[config.mk]
export PLATFORM = sky130hd
export DESIGN_NAME = scalar_kalman_filter_core
export DESIGN_NICKNAME = d
export VERILOG_FILES = /design/src/rtl/skf_pkg.sv /design/src/rtl/scalar_kalman_filter_core.sv /design/src/rtl/skf_dp.sv /design/src/rtl/skf_ctrl.sv
export SDC_FILE = /design/constraint.sdc
export NUM_CORES = 1
export LEC_CHECK = 0
export ABC_AREA = 1
export BUFFER_PORTS_ARGS = -buffer_cell sky130_fd_sc_hd__buf_2
export CAP_MARGIN = 10
export CORE_ASPECT_RATIO = 0.9
export CORE_MARGIN = 1
export CORE_UTILIZATION = 30
export CTS_CLUSTER_SIZE = 14
export DETAILED_ROUTE_END_ITERATION = 8
export GPL_ROUTABILITY_DRIVEN = 0
export PLACE_DENSITY = 0.56
export SYNTH_ARGS = -nofsm -noshare
export SYNTH_HDL_FRONTEND = slang
export SYNTH_HIERARCHICAL = 1
export SYNTH_SLANG_ARGS = --single-unit
[constraint.sdc]
create_clock -name clk -period 17.1 [get_ports clk]
set_clock_uncertainty 0.05 [all_clocks]
set_input_delay 2.565 -clock clk [delete_from_list [all_inputs] [get_ports clk]]
set_output_delay 2.565 -clock clk [all_outputs]
set_load 0.005 [all_outputs]
[src/rtl/skf_pkg.sv]
package skf_pkg;

  localparam int EST_W      = 32;
  localparam int VAR_W      = 32;
  localparam int CFG_ADDR_W = 1;
  localparam int CFG_DATA_W = 32;

  localparam logic [CFG_ADDR_W-1:0] REG_PROCESS_NOISE = 1'b0;
  localparam logic [CFG_ADDR_W-1:0] REG_MEAS_NOISE    = 1'b1;

  localparam logic signed [EST_W-1:0] EST_MAX_S = {1'b0, {(EST_W-1){1'b1}}};
  localparam logic signed [EST_W-1:0] EST_MIN_S = {1'b1, {(EST_W-1){1'b0}}};

  typedef enum logic [2:0] {
    ST_IDLE,
    ST_PREP,
    ST_DIV,
    ST_MUL_INIT,
    ST_MUL,
    ST_FINISH
  } skf_state_t;

  typedef struct packed {
    logic load;
    logic prep;
    logic div_step;
    logic mul_init;
    logic mul_step;
    logic finish;
  } skf_cmd_t;

  typedef struct packed {
    logic step_last;
  } skf_sts_t;

endpackage

[src/rtl/scalar_kalman_filter_core.sv]
// Scalar Kalman filter over a stream of signed sensor samples.
//
// Input channel (in_*): one sample per transaction, a signed integer in
// in_tdata. Result channel (out_*): one signed Q16.16 estimate per sample.
// Configuration: write process noise (index 0) and measurement noise
// (index 1), both unsigned Q16.16, through cfg_we/cfg_addr/cfg_wdata while
// no sample is in flight.
//
// An accepted sample is prepared, then the restoring divider forms the
// gain (FRAC_BITS + 1 steps), then two shift-add multipliers run side by
// side (FRAC_BITS + 1 steps) before the estimate goes to the result
// register. A new sample is accepted once the previous one has left the
// datapath.
//
// Reset clears estimate, variance and both noise registers to zero and
// empties the result register. If the receiver stalls, the result holds
// in the output register while the next sample is processed; that sample
// then waits in the datapath until the output register frees up.
module scalar_kalman_filter_core import skf_pkg::*; #(
  parameter int FRAC_BITS    = 16,
  parameter int SAMPLE_WIDTH = 16
) (
  input  logic                          clk,
  input  logic                          rst_n,
  // bits [SAMPLE_WIDTH-1:0]: measurement, rest zero padding
  input  logic [((SAMPLE_WIDTH+7)/8)*8-1:0] in_tdata,
  input  logic                          in_tvalid,
  output logic                          in_tready,
  // bits [31:0]: estimate
  output logic [EST_W-1:0]              out_tdata,
  output logic                          out_tvalid,
  input  logic                          out_tready,
  input  logic                          cfg_we,
  input  logic [CFG_ADDR_W-1:0]         cfg_addr,
  input  logic [CFG_DATA_W-1:0]         cfg_wdata
);

  skf_cmd_t                       cmd;
  skf_sts_t                       sts;
  logic signed [SAMPLE_WIDTH-1:0] sample;

  // drop the byte padding, keep the sample's sign
  assign sample = signed'(in_tdata[SAMPLE_WIDTH-1:0]);

  skf_ctrl u_ctrl (
    .clk        (clk),
    .rst_n      (rst_n),
    .in_tvalid  (in_tvalid),
    .in_tready  (in_tready),
    .out_tvalid (out_tvalid),
    .out_tready (out_tready),
    .sts        (sts),
    .cmd        (cmd)
  );

  skf_dp #(
    .FRAC_BITS    (FRAC_BITS),
    .SAMPLE_WIDTH (SAMPLE_WIDTH)
  ) u_dp (
    .clk       (clk),
    .rst_n     (rst_n),
    .cfg_we    (cfg_we),
    .cfg_addr  (cfg_addr),
    .cfg_wdata (cfg_wdata),
    .sample    (sample),
    .cmd       (cmd),
    .sts       (sts),
    .est_out   (out_tdata)
  );

endmodule

[src/rtl/skf_dp.sv]
module skf_dp import skf_pkg::*; #(
  parameter int FRAC_BITS    = 16,
  parameter int SAMPLE_WIDTH = 16
) (
  input  logic                           clk,
  input  logic                           rst_n,
  input  logic                           cfg_we,
  input  logic [CFG_ADDR_W-1:0]          cfg_addr,
  input  logic [CFG_DATA_W-1:0]          cfg_wdata,
  input  logic signed [SAMPLE_WIDTH-1:0] sample,
  input  skf_cmd_t                       cmd,
  output skf_sts_t                       sts,
  output logic [EST_W-1:0]               est_out
);

  localparam int SQ_W   = SAMPLE_WIDTH + FRAC_BITS;
  localparam int DIFF_W = ((SQ_W > EST_W) ? SQ_W : EST_W) + 1;
  localparam int GAIN_W = FRAC_BITS + 1;
  localparam int PA_W   = DIFF_W + GAIN_W;
  localparam int PV_W   = VAR_W + GAIN_W;
  localparam int DEN_W  = VAR_W + 1;
  localparam int REM_W  = VAR_W + 2;
  localparam int CNT_W  = $clog2(FRAC_BITS + 1);
  localparam logic [GAIN_W-1:0] ONE_G = {1'b1, {FRAC_BITS{1'b0}}};

  logic [VAR_W-1:0]               pn_r, mn_r;
  logic signed [EST_W-1:0]        est_r;
  logic [VAR_W-1:0]               var_r;
  logic signed [SAMPLE_WIDTH-1:0] sample_r;
  logic [VAR_W-1:0]               prior_r;
  logic [DEN_W-1:0]               denom_r;
  logic [REM_W-1:0]               rem_r;
  logic [GAIN_W-1:0]              quo_r;
  logic signed [DIFF_W-1:0]       diff_r;
  logic [DIFF_W-1:0]              mag_r;
  logic                           neg_r;
  logic [GAIN_W-1:0]              g_r, ng_r;
  logic [PA_W-1:0]                acc_a_r;
  logic [PV_W-1:0]                acc_v_r;
  logic [CNT_W-1:0]               cnt_r;
  logic [EST_W-1:0]               out_r;

  logic [DEN_W-1:0]               prior_sum;
  logic [VAR_W-1:0]               prior_sat;
  logic signed [DIFF_W-1:0]       sample_q;
  logic                           rem_ge;
  logic [REM_W-1:0]               rem_sub;
  logic [GAIN_W-1:0]              gain;
  logic [DIFF_W-1:0]              corr;
  logic signed [DIFF_W:0]         corr_s;
  logic signed [DIFF_W:0]         est_wide;
  logic signed [EST_W-1:0]        est_sat;

  // prior variance, saturating at full scale
  assign prior_sum = {1'b0, var_r} + {1'b0, pn_r};
  assign prior_sat = prior_sum[DEN_W-1] ? '1 : prior_sum[VAR_W-1:0];

  assign sample_q = DIFF_W'(sample_r) <<< FRAC_BITS;

  // restoring division, one quotient bit per step
  assign rem_ge  = rem_r >= {1'b0, denom_r};
  assign rem_sub = rem_ge ? (rem_r - {1'b0, denom_r}) : rem_r;

  assign gain = (denom_r == '0) ? '0 : quo_r;

  // truncated correction and saturated estimate
  assign corr     = acc_a_r[FRAC_BITS +: DIFF_W];
  assign corr_s   = signed'({1'b0, corr});
  assign est_wide = (DIFF_W + 1)'(est_r) + (neg_r ? -corr_s : corr_s);

  always_comb begin
    if (est_wide > (DIFF_W + 1)'(EST_MAX_S)) begin
      est_sat = EST_MAX_S;
    end else if (est_wide < (DIFF_W + 1)'(EST_MIN_S)) begin
      est_sat = EST_MIN_S;
    end else begin
      est_sat = est_wide[EST_W-1:0];
    end
  end

  always_ff @(posedge clk) begin
    if (!rst_n) begin
      pn_r  <= '0;
      mn_r  <= '0;
      est_r <= '0;
      var_r <= '0;
      cnt_r <= '0;
    end else begin
      if (cfg_we) begin
        unique case (cfg_addr)
          REG_PROCESS_NOISE: pn_r <= cfg_wdata;
          REG_MEAS_NOISE:    mn_r <= cfg_wdata;
        endcase
      end
      if (cmd.prep || cmd.mul_init) begin
        cnt_r <= CNT_W'(FRAC_BITS);
      end else if (cmd.div_step || cmd.mul_step) begin
        cnt_r <= cnt_r - 1'b1;
      end
      if (cmd.finish) begin
        est_r <= est_sat;
        var_r <= acc_v_r[FRAC_BITS +: VAR_W];
      end
    end
  end

  always_ff @(posedge clk) begin
    if (cmd.load) begin
      sample_r <= sample;
      prior_r  <= prior_sat;
    end
    if (cmd.prep) begin
      denom_r <= {1'b0, prior_r} + {1'b0, mn_r};
      rem_r   <= REM_W'(prior_r);
      quo_r   <= '0;
      diff_r  <= sample_q - DIFF_W'(est_r);
    end
    if (cmd.div_step) begin
      rem_r <= {rem_sub[REM_W-2:0], 1'b0};
      quo_r <= {quo_r[GAIN_W-2:0], rem_ge};
    end
    if (cmd.mul_init) begin
      g_r     <= gain;
      ng_r    <= ONE_G - gain;
      neg_r   <= diff_r[DIFF_W-1];
      mag_r   <= diff_r[DIFF_W-1] ? DIFF_W'(-diff_r) : DIFF_W'(diff_r);
      acc_a_r <= '0;
      acc_v_r <= '0;
    end
    if (cmd.mul_step) begin
      acc_a_r <= (acc_a_r << 1) + (g_r[GAIN_W-1] ? PA_W'(mag_r) : '0);
      acc_v_r <= (acc_v_r << 1) + (ng_r[GAIN_W-1] ? PV_W'(prior_r) : '0);
      g_r     <= g_r << 1;
      ng_r    <= ng_r << 1;
    end
    if (cmd.finish) begin
      out_r <= est_sat;
    end
  end

  assign sts.step_last = (cnt_r == '0);
  assign est_out       = out_r;

endmodule

[src/rtl/skf_ctrl.sv]
module skf_ctrl import skf_pkg::*; (
  input  logic     clk,
  input  logic     rst_n,
  input  logic     in_tvalid,
  output logic     in_tready,
  output logic     out_tvalid,
  input  logic     out_tready,
  input  skf_sts_t sts,
  output skf_cmd_t cmd
);

  skf_state_t state_r, state_nxt;
  logic       out_valid_r, out_valid_nxt;
  logic       slot_free;

  assign slot_free = !out_valid_r || out_tready;

  always_comb begin
    state_nxt = state_r;
    unique case (state_r)
      ST_IDLE:     if (in_tvalid) state_nxt = ST_PREP;
      ST_PREP:     state_nxt = ST_DIV;
      ST_DIV:      if (sts.step_last) state_nxt = ST_MUL_INIT;
      ST_MUL_INIT: state_nxt = ST_MUL;
      ST_MUL:      if (sts.step_last) state_nxt = ST_FINISH;
      ST_FINISH:   if (slot_free) state_nxt = ST_IDLE;
      default:     state_nxt = ST_IDLE;
    endcase
  end

  always_comb begin
    cmd       = '0;
    in_tready = 1'b0;
    unique case (state_r)
      ST_IDLE: begin
        in_tready = 1'b1;
        cmd.load  = in_tvalid;
      end
      ST_PREP:     cmd.prep     = 1'b1;
      ST_DIV:      cmd.div_step = 1'b1;
      ST_MUL_INIT: cmd.mul_init = 1'b1;
      ST_MUL:      cmd.mul_step = 1'b1;
      ST_FINISH:   cmd.finish   = slot_free;
      default: ;
    endcase
  end

  always_comb begin
    if (cmd.finish) begin
      out_valid_nxt = 1'b1;
    end else if (out_tready) begin
      out_valid_nxt = 1'b0;
    end else begin
      out_valid_nxt = out_valid_r;
    end
  end

  always_ff @(posedge clk) begin
    if (!rst_n) begin
      state_r     <= ST_IDLE;
      out_valid_r <= 1'b0;
    end else begin
      state_r     <= state_nxt;
      out_valid_r <= out_valid_nxt;
    end
  end

  assign out_tvalid = out_valid_r;

  a_finish_sets_valid: assert property (@(posedge clk) disable iff (!rst_n)
    cmd.finish |=> out_valid_r)
    else $error("result not presented after finish");

  a_hold_when_full: assert property (@(posedge clk) disable iff (!rst_n)
    (state_r == ST_FINISH && out_valid_r && !out_tready) |=> state_r == ST_FINISH)
    else $error("finish left while output register full");

  a_one_cmd: assert property (@(posedge clk) disable iff (!rst_n)
    $onehot0({cmd.load, cmd.prep, cmd.div_step, cmd.mul_init, cmd.mul_step, cmd.finish}))
    else $error("more than one datapath command");

  a_accept_starts: assert property (@(posedge clk) disable iff (!rst_n)
    (in_tvalid && in_tready) |=> state_r == ST_PREP)
    else $error("accepted transaction did not start work");

endmodule
==> metrics, run 1 <==
clock insertion delay at the later pin of the skew report=0.65 ns; post-synthesis sequential area ratio=38.7%; Synth warnings=6; total grt overflow=0; unrepaired setup endpoints after global routing=false; Pwr Density=roughly 170 nW/um^2; synthesized net count=~5000; core area=between 100000 and 150000 um^2; DRT iter0 DRCs=3122; prevailing post-synth register cell=edfxtp_1; Clock Path Buffers=3; Final TNS setup=0 ns; Peak VDD IR=0.0000905 V; Root Buffer=clkbuf_16; I/O pins=approximately 90; most instantiated library cell after synthesis=nand2_1; GRT Total Usage=17.7%; routed len/inst=16.8 um; final wirelength=roughly 110 mm; Crit path largest cell delay=0.53 ns; highest clock rate=223 MHz; FP Rows=between 100 and 150; max cap viols=0; Worst path slowest cell=edfxtp_1; post-synth top area cell=edfxtp_1; layout cells sized above 1=6.68%; CTS Hold Buffers Added=0; pin count of the biggest net entering global routing=82; Residual DRC=0; Die Width=roughly 360 um; PortBufs=87; CTS clock-pin slew for the worst setup and hold paths=0.06 ns; final hold slack=just over 0.4 ns; fin crit share=26.3%; fraction of registers with async set/reset=0%; Setup crit start kind=flip-flop; status=finished clean; final-report max-slew violation count=0; EDFF count, synth=359; DP HPWL=84.2 mm; Worst Path Arrival=4.96 ns; Min-Delay Path Class=reg -> reg; Post-CTS Setup Inserts=0; Mapped Area=roughly 35000 um^2; CTS tree=built; total CTS buffers=58; ANT cells=0; Post-CTS Resized=0; initial antenna violation count=0; Sink Count=498; Final nets=a little over 5000; first-pass GRT wire length=167 mm; Unique masters post-synth=65; endpoint type of the worst setup path=flip-flop; via count=31400; router iterations before antenna repair=6; Final Hold Viols=0; number of global-route vias before repair=29100; final core occ=33.9%; Initial Util=between 30 and 40%; die area=118000 um^2; final critical-path required period=4.49 ns; H-Tree Depth=2; Cells after Synth=about 4700; post-synth top area share=30.7%; top post-synthesis cells by count=nand2_1 (1082), nor2_1 (625), inv_1 (621); Avg Synthesized Cell Area=7.45 um^2; Slew HR=28.0%; antenna-violating nets left=0; worst slew pin tran=roughly 1.1 ns; Setup Viol. Count Final=0; CP max FO=62; Layout area overhead=11.5%; via-per-instance ratio=4.93; Leak=17.6 nW; synth top area cells=edfxtp_1 (31%), nand2_1 (12%), dfxtp_1 (7.9%); Die Y=about 330 um; Seq cells post-synth=around 500; Worst Path Required=17.57 ns; Crit Path Category=reg -> reg
cell type report:
| class | count | area, um^2 |
|---|---|---|
| Fill cell | 12300 | 76300 |
| Multi-Input combinational cell | 3473 | 18600 |
| Sequential cell | 498 | 13600 |
| Inverter | 630 | 2370 |
| Tap cell | 1560 | 1950 |
| Clock buffer | 81 | 1690 |
| Timing Repair Buffer | 109 | 601 |
| Clock inverter | 28 | 357 |
placed cells by master, fill, tap and decap left out, types with 23 or more instances in the layout:
master / synthesis / layout
inv_1: 621 / 620
buf_2: 13 / 87
nand3_2: 35 / 35
o21a_1: 25 / 25
nor2_1: 625 / 622
xnor2_1: 57 / 57
o21bai_1: 33 / 33
ha_1: 215 / 215
nand2_1: 1082 / 1080
o21ai_1: 28 / 28
o21ai_0: 328 / 328
a21oi_1: 382 / 381
a21o_1: 33 / 33
edfxtp_1: 359 / 359
nor3_1: 56 / 55
nand2_2: 22 / 23
nand4_1: 51 / 51
xor2_1: 117 / 117
dfxtp_1: 139 / 139
clkbuf_16: 0 / 61
nand3_1: 216 / 216
flip-flops by register name (all words and copies together), names as in the netlist, 17 cells and up:
signal and flops:
u_dp/var_r 32, u_dp/denom_r 33, u_dp/diff_r 33, u_dp/prior_r 32, u_dp/g_r 17, u_dp/est_r 32
u_dp/acc_a_r 49, u_dp/pn_r 32, u_dp/mag_r 33, u_dp/est_out 32, u_dp/acc_v_r 48, u_dp/mn_r 32
u_dp/quo_r 17, u_dp/rem_r 34
routing by layer:
metal | track usage, % | wire [um] | part of all wire [%] | vias to the layer above
li1 | - | - | - | 15800
met1 | 26.3 | 53000 | 49 | 14600
met2 | 27.4 | 46300 | 43 | 905
met3 | 2.22 | 6100 | 5.7 | 123
met4 | 3.84 | 2060 | 1.9 | 0
met5 | 0 | 0 | 0 | -
worst paths after layout:
check | from | end | slack [ns] | cells after the start
max | u_dp/acc_a_r[16]$_SDFFCE_PN0P_ | u_dp/est_r[1]$_SDFFE_PN0P_ | 12.61 | 29
min | u_dp/diff_r[0]$_DFFE_PP_ | u_dp/mag_r[0]$_DFFE_PP_ | 0.41 | 0
max reg2reg | u_dp/acc_a_r[16]$_SDFFCE_PN0P_ | u_dp/est_r[1]$_SDFFE_PN0P_ | 12.61 | 29
min reg2reg | u_dp/diff_r[0]$_DFFE_PP_ | u_dp/mag_r[0]$_DFFE_PP_ | 0.41 | 0
stage by stage:
step	worst slack [ns]	power [mW]	cells	instance area, um^2
floorplan	9.96	4.31	4709	35100
global placement	12.52	5.14	6270	37100
detailed placement	12.51	5.16	6270	37100
CTS	12.68	6.52	6379	39100
global route	12.08	7.00	6379	39100
finish	12.61	6.51	6379	39100
power by group:
| part | internal (mW) | switching [mW] |
|---|---|---|
| clock | 0.796 | 0.535 |
| sequential | 1.82 | 0.277 |
| combinational | 0.951 | 2.13 |
| total | 3.57 | 2.94 |
logic make-up after synthesis:
logic type	Yosys count	synth area share (%)
XOR/XNOR	174	4.35
adder cells (fa/ha/maj)	221	8.01
AND/OR/NAND/NOR	2173	26.3
flip-flops	498	38.7
AO/OA/AOI/OAI	905	14.2
buffers and inverters	738	8.47
worst max-delay path, delay by kind of cell, from the launching register on:
family | cells | cell delay (ns)
and+or+nand+nor | 17 | 2.22
DFF | 1 | 0.53
buffers and inverters | 7 | 0.49
adders and majority gates | 2 | 0.46
AOI/OAI and AO/OA | 2 | 0.39
xor gates and xnor gates | 1 | 0.19
No activity file was read; power rests on OpenSTA's default activity.
==> run 2, diff against run 1 <==
--- a/config.mk
+++ b/config.mk
@@ -14,7 +14,7 @@
 export CTS_CLUSTER_SIZE = 14
 export DETAILED_ROUTE_END_ITERATION = 8
 export GPL_ROUTABILITY_DRIVEN = 0
-export PLACE_DENSITY = 0.56
+export PLACE_DENSITY = 0.58
 export SYNTH_ARGS = -nofsm -noshare
 export SYNTH_HDL_FRONTEND = slang
 export SYNTH_HIERARCHICAL = 1
==> constraint.sdc (replaced) <==
create_clock -name clk -period 3.85 [get_ports clk]
set_clock_uncertainty 0.05 [all_clocks]
set_input_delay 0.5775 -clock clk [delete_from_list [all_inputs] [get_ports clk]]
set_output_delay 0.5775 -clock clk [all_outputs]
set_load 0.005 [all_outputs]
==> metrics, run 2 (synthesis results as in run 1) <==
Setup crit start kind=flip-flop (unchanged); max cap viols=0 (unchanged); GRT Total Usage=18.2% (was 17.7%); Slew HR=34.0% (was 28.0%); PortBufs=87 (unchanged); Pwr Density=742 nW/um^2 (was 166 nW/um^2); flop2flop setup slack=-0.06 ns (was 12.61 ns); fin crit share=101% (was 26.3%); final hold slack=0.0599 ns (was 0.406 ns); Worst path slowest cell=edfxtp_1 (unchanged); Initial Util=30.4% (unchanged); Worst Path Arrival=4.24 ns (was 4.96 ns); via-per-instance ratio=4.92 (was 4.93); slack of the critical path=-0.0567 ns (was 12.61 ns); Residual DRC=0 (unchanged); pin count of the biggest net entering global routing=106 (was 82); Setup WS pre-CTS=-0.265 ns (was 12.51 ns); Root Buffer=clkbuf_16 (unchanged); CTS tree=built (unchanged); fin area=40800 um^2 (was 39100 um^2); ANT cells=0 (unchanged); die area=118000 um^2 (unchanged); final wirelength=110 mm (was 107 mm); Post-DP Area=37800 um^2 (was 37100 um^2); non-filler cells, final=6507 (was 6379); Crit path largest cell delay=0.40 ns (was 0.53 ns); most frequent cells in the layout=nand2_1 (1018), inv_1 (609), nor2_1 (603) (was nand2_1 (1080), nor2_1 (622), inv_1 (620)); worst slew pin tran=0.988 ns (was 1.08 ns); number of global-route vias before repair=30200 (was 29100); most flop-heavy register=u_dp/acc_a_r (unchanged); Min-Delay Path Class=in -> reg (was reg -> reg); clock insertion delay at the later pin of the skew report=0.65 ns (about the same); router iterations before antenna repair=6 (unchanged); failing checks=setup timing; Worst Path Required=4.18 ns (was 17.57 ns); Final TNS setup=-0.810 ns (was 0 ns); Largest register FFs=49 (unchanged); Final nets=5175 (was 5045); Setup Viol. Count Final=45 (was 0); highest clock rate=256 MHz (was 223 MHz); cell count after placement=6360 (was 6270); unrepaired setup endpoints after global routing=true (was false); Final Hold Viols=0 (unchanged); Clock Path Buffers=3 (unchanged); CP max FO=7 (was 62); status=complete, but fails checks (was finished clean); initial antenna violation count=4 (was 0); Reg2Reg Depth=27 (was 29); biggest regs=u_dp/acc_a_r (49), u_dp/acc_v_r (48), u_dp/rem_r (34) (unchanged); FP Rows=118 (unchanged); total CTS buffers=57 (was 58); Die Y=326 um (unchanged); crit path launch=u_dp/acc_a_r[16]$_SDFFCE_PN0P_ (unchanged); Worst Setup EP=u_dp/est_out[0]$_DFFE_PP_ (was u_dp/est_r[1]$_SDFFE_PN0P_); total grt overflow=0 (unchanged); antenna-violating nets left=0 (unchanged); DRT iter0 DRCs=3005 (was 3122); Peak VDD IR=0.000386 V (was 0.0000905 V); Sink Count=498 (unchanged); Critical R2R Launch=u_dp/acc_a_r[16]$_SDFFCE_PN0P_ (unchanged); layout cells sized above 1=11.5% (was 6.68%); final-report max-slew violation count=0 (unchanged); I/O pins=88 (unchanged); core area=115000 um^2 (unchanged); H-Tree Depth=2 (unchanged); endpoint type of the worst setup path=flip-flop (unchanged); DP HPWL=86.4 mm (was 84.2 mm); Die Width=362 um (unchanged); final critical-path required period=3.91 ns (was 4.49 ns); via count=32000 (was 31400); first-pass GRT wire length=171 mm (was 167 mm); routed len/inst=17.0 um (was 16.8 um); reg-to-reg endpoint=u_dp/est_out[0]$_DFFE_PP_ (was u_dp/est_r[1]$_SDFFE_PN0P_); Leak=18.4 nW (was 17.6 nW); commonest non-fill, non-tap cell in the layout=nand2_1 (unchanged); Layout area overhead=16.4% (was 11.5%); FILL cells=12100 (was 12300); Crit Path Category=reg -> reg (unchanged); CTS clock-pin slew for the worst setup and hold paths=0.07 ns (was 0.06 ns)
## run 2: metrics by stage
stage                     utilization, %  power [mW]
after floorplan                        -        19.0
after global placement              32.8        23.4
after detailed placement            32.8        23.5
after CTS                           34.9        29.9
after global routing                35.4        32.5
final                               35.4        30.3
## run 2: how the worst min path moves through the flow
stage,from,end,slack [ns],cells past startpoint
4_1_cts,in_tdata[13],u_dp/sample_r[13]$_DFFE_PP_,0.03,1
2_1_floorplan,u_dp/diff_r[32]$_DFFE_PP_,u_dp/neg_r$_DFFE_PP_,0.37,0
3_5_place_dp,u_dp/diff_r[0]$_DFFE_PP_,u_dp/mag_r[0]$_DFFE_PP_,0.39,0
5_1_grt,in_tdata[13],u_dp/sample_r[13]$_DFFE_PP_,0.04,1
6_report,in_tdata[13],u_dp/sample_r[13]$_DFFE_PP_,0.06,1
3_3_place_gp,u_dp/diff_r[0]$_DFFE_PP_,u_dp/mag_r[0]$_DFFE_PP_,0.39,0
## run 2: per-layer routing
layer	vias up	routed length [um]	track usage, %
li1	16000	-	-
met1	14900	52300	26.4
met2	964	48200	28.5
met3	138	7380	2.45
met4	2	2450	4.35
met5	-	12	0
## run 2: power by group
| group | total, mW | switching (mW) | internal, mW |
|---|---|---|---|
| sequential | 9.24 | 1.17 | 8.07 |
| clock | 5.73 | 2.39 | 3.34 |
| combinational | 15.3 | 10.2 | 5.12 |
## run 2: area by class of cell
type	count	area (um^2)	area share [%]
Multi-Input combinational cell	3476	19200	47.1
Sequential cell	498	13600	33.2
Inverter	630	2370	5.81
Tap cell	1560	1950	4.78
Timing Repair Buffer	237	1750	4.29
Clock buffer	70	1540	3.77
Clock inverter	36	423	1.04
## run 2: critical path, delay by kind of cell (launching register included)
family	cells	cell delay, ns
AO/OA/AOI/OAI	2	0.24
XOR/XNOR	1	0.16
adder cells (fa/ha/maj)	2	0.52
buffers and inverters	6	0.64
flip-flops	1	0.40
AND/OR/NAND/NOR	16	1.62
## run 2: repair_timing
action / 4_1_cts / 5_1_grt
pin swaps: 32 / 80
setup buffers: 20 / 16
endpoints found under the setup margin: 62 / 64
resized for setup: 49 / 131
hold buffers: 0 / 0
hold endpoints to repair: 0 / 0
cloned: 5 / 1
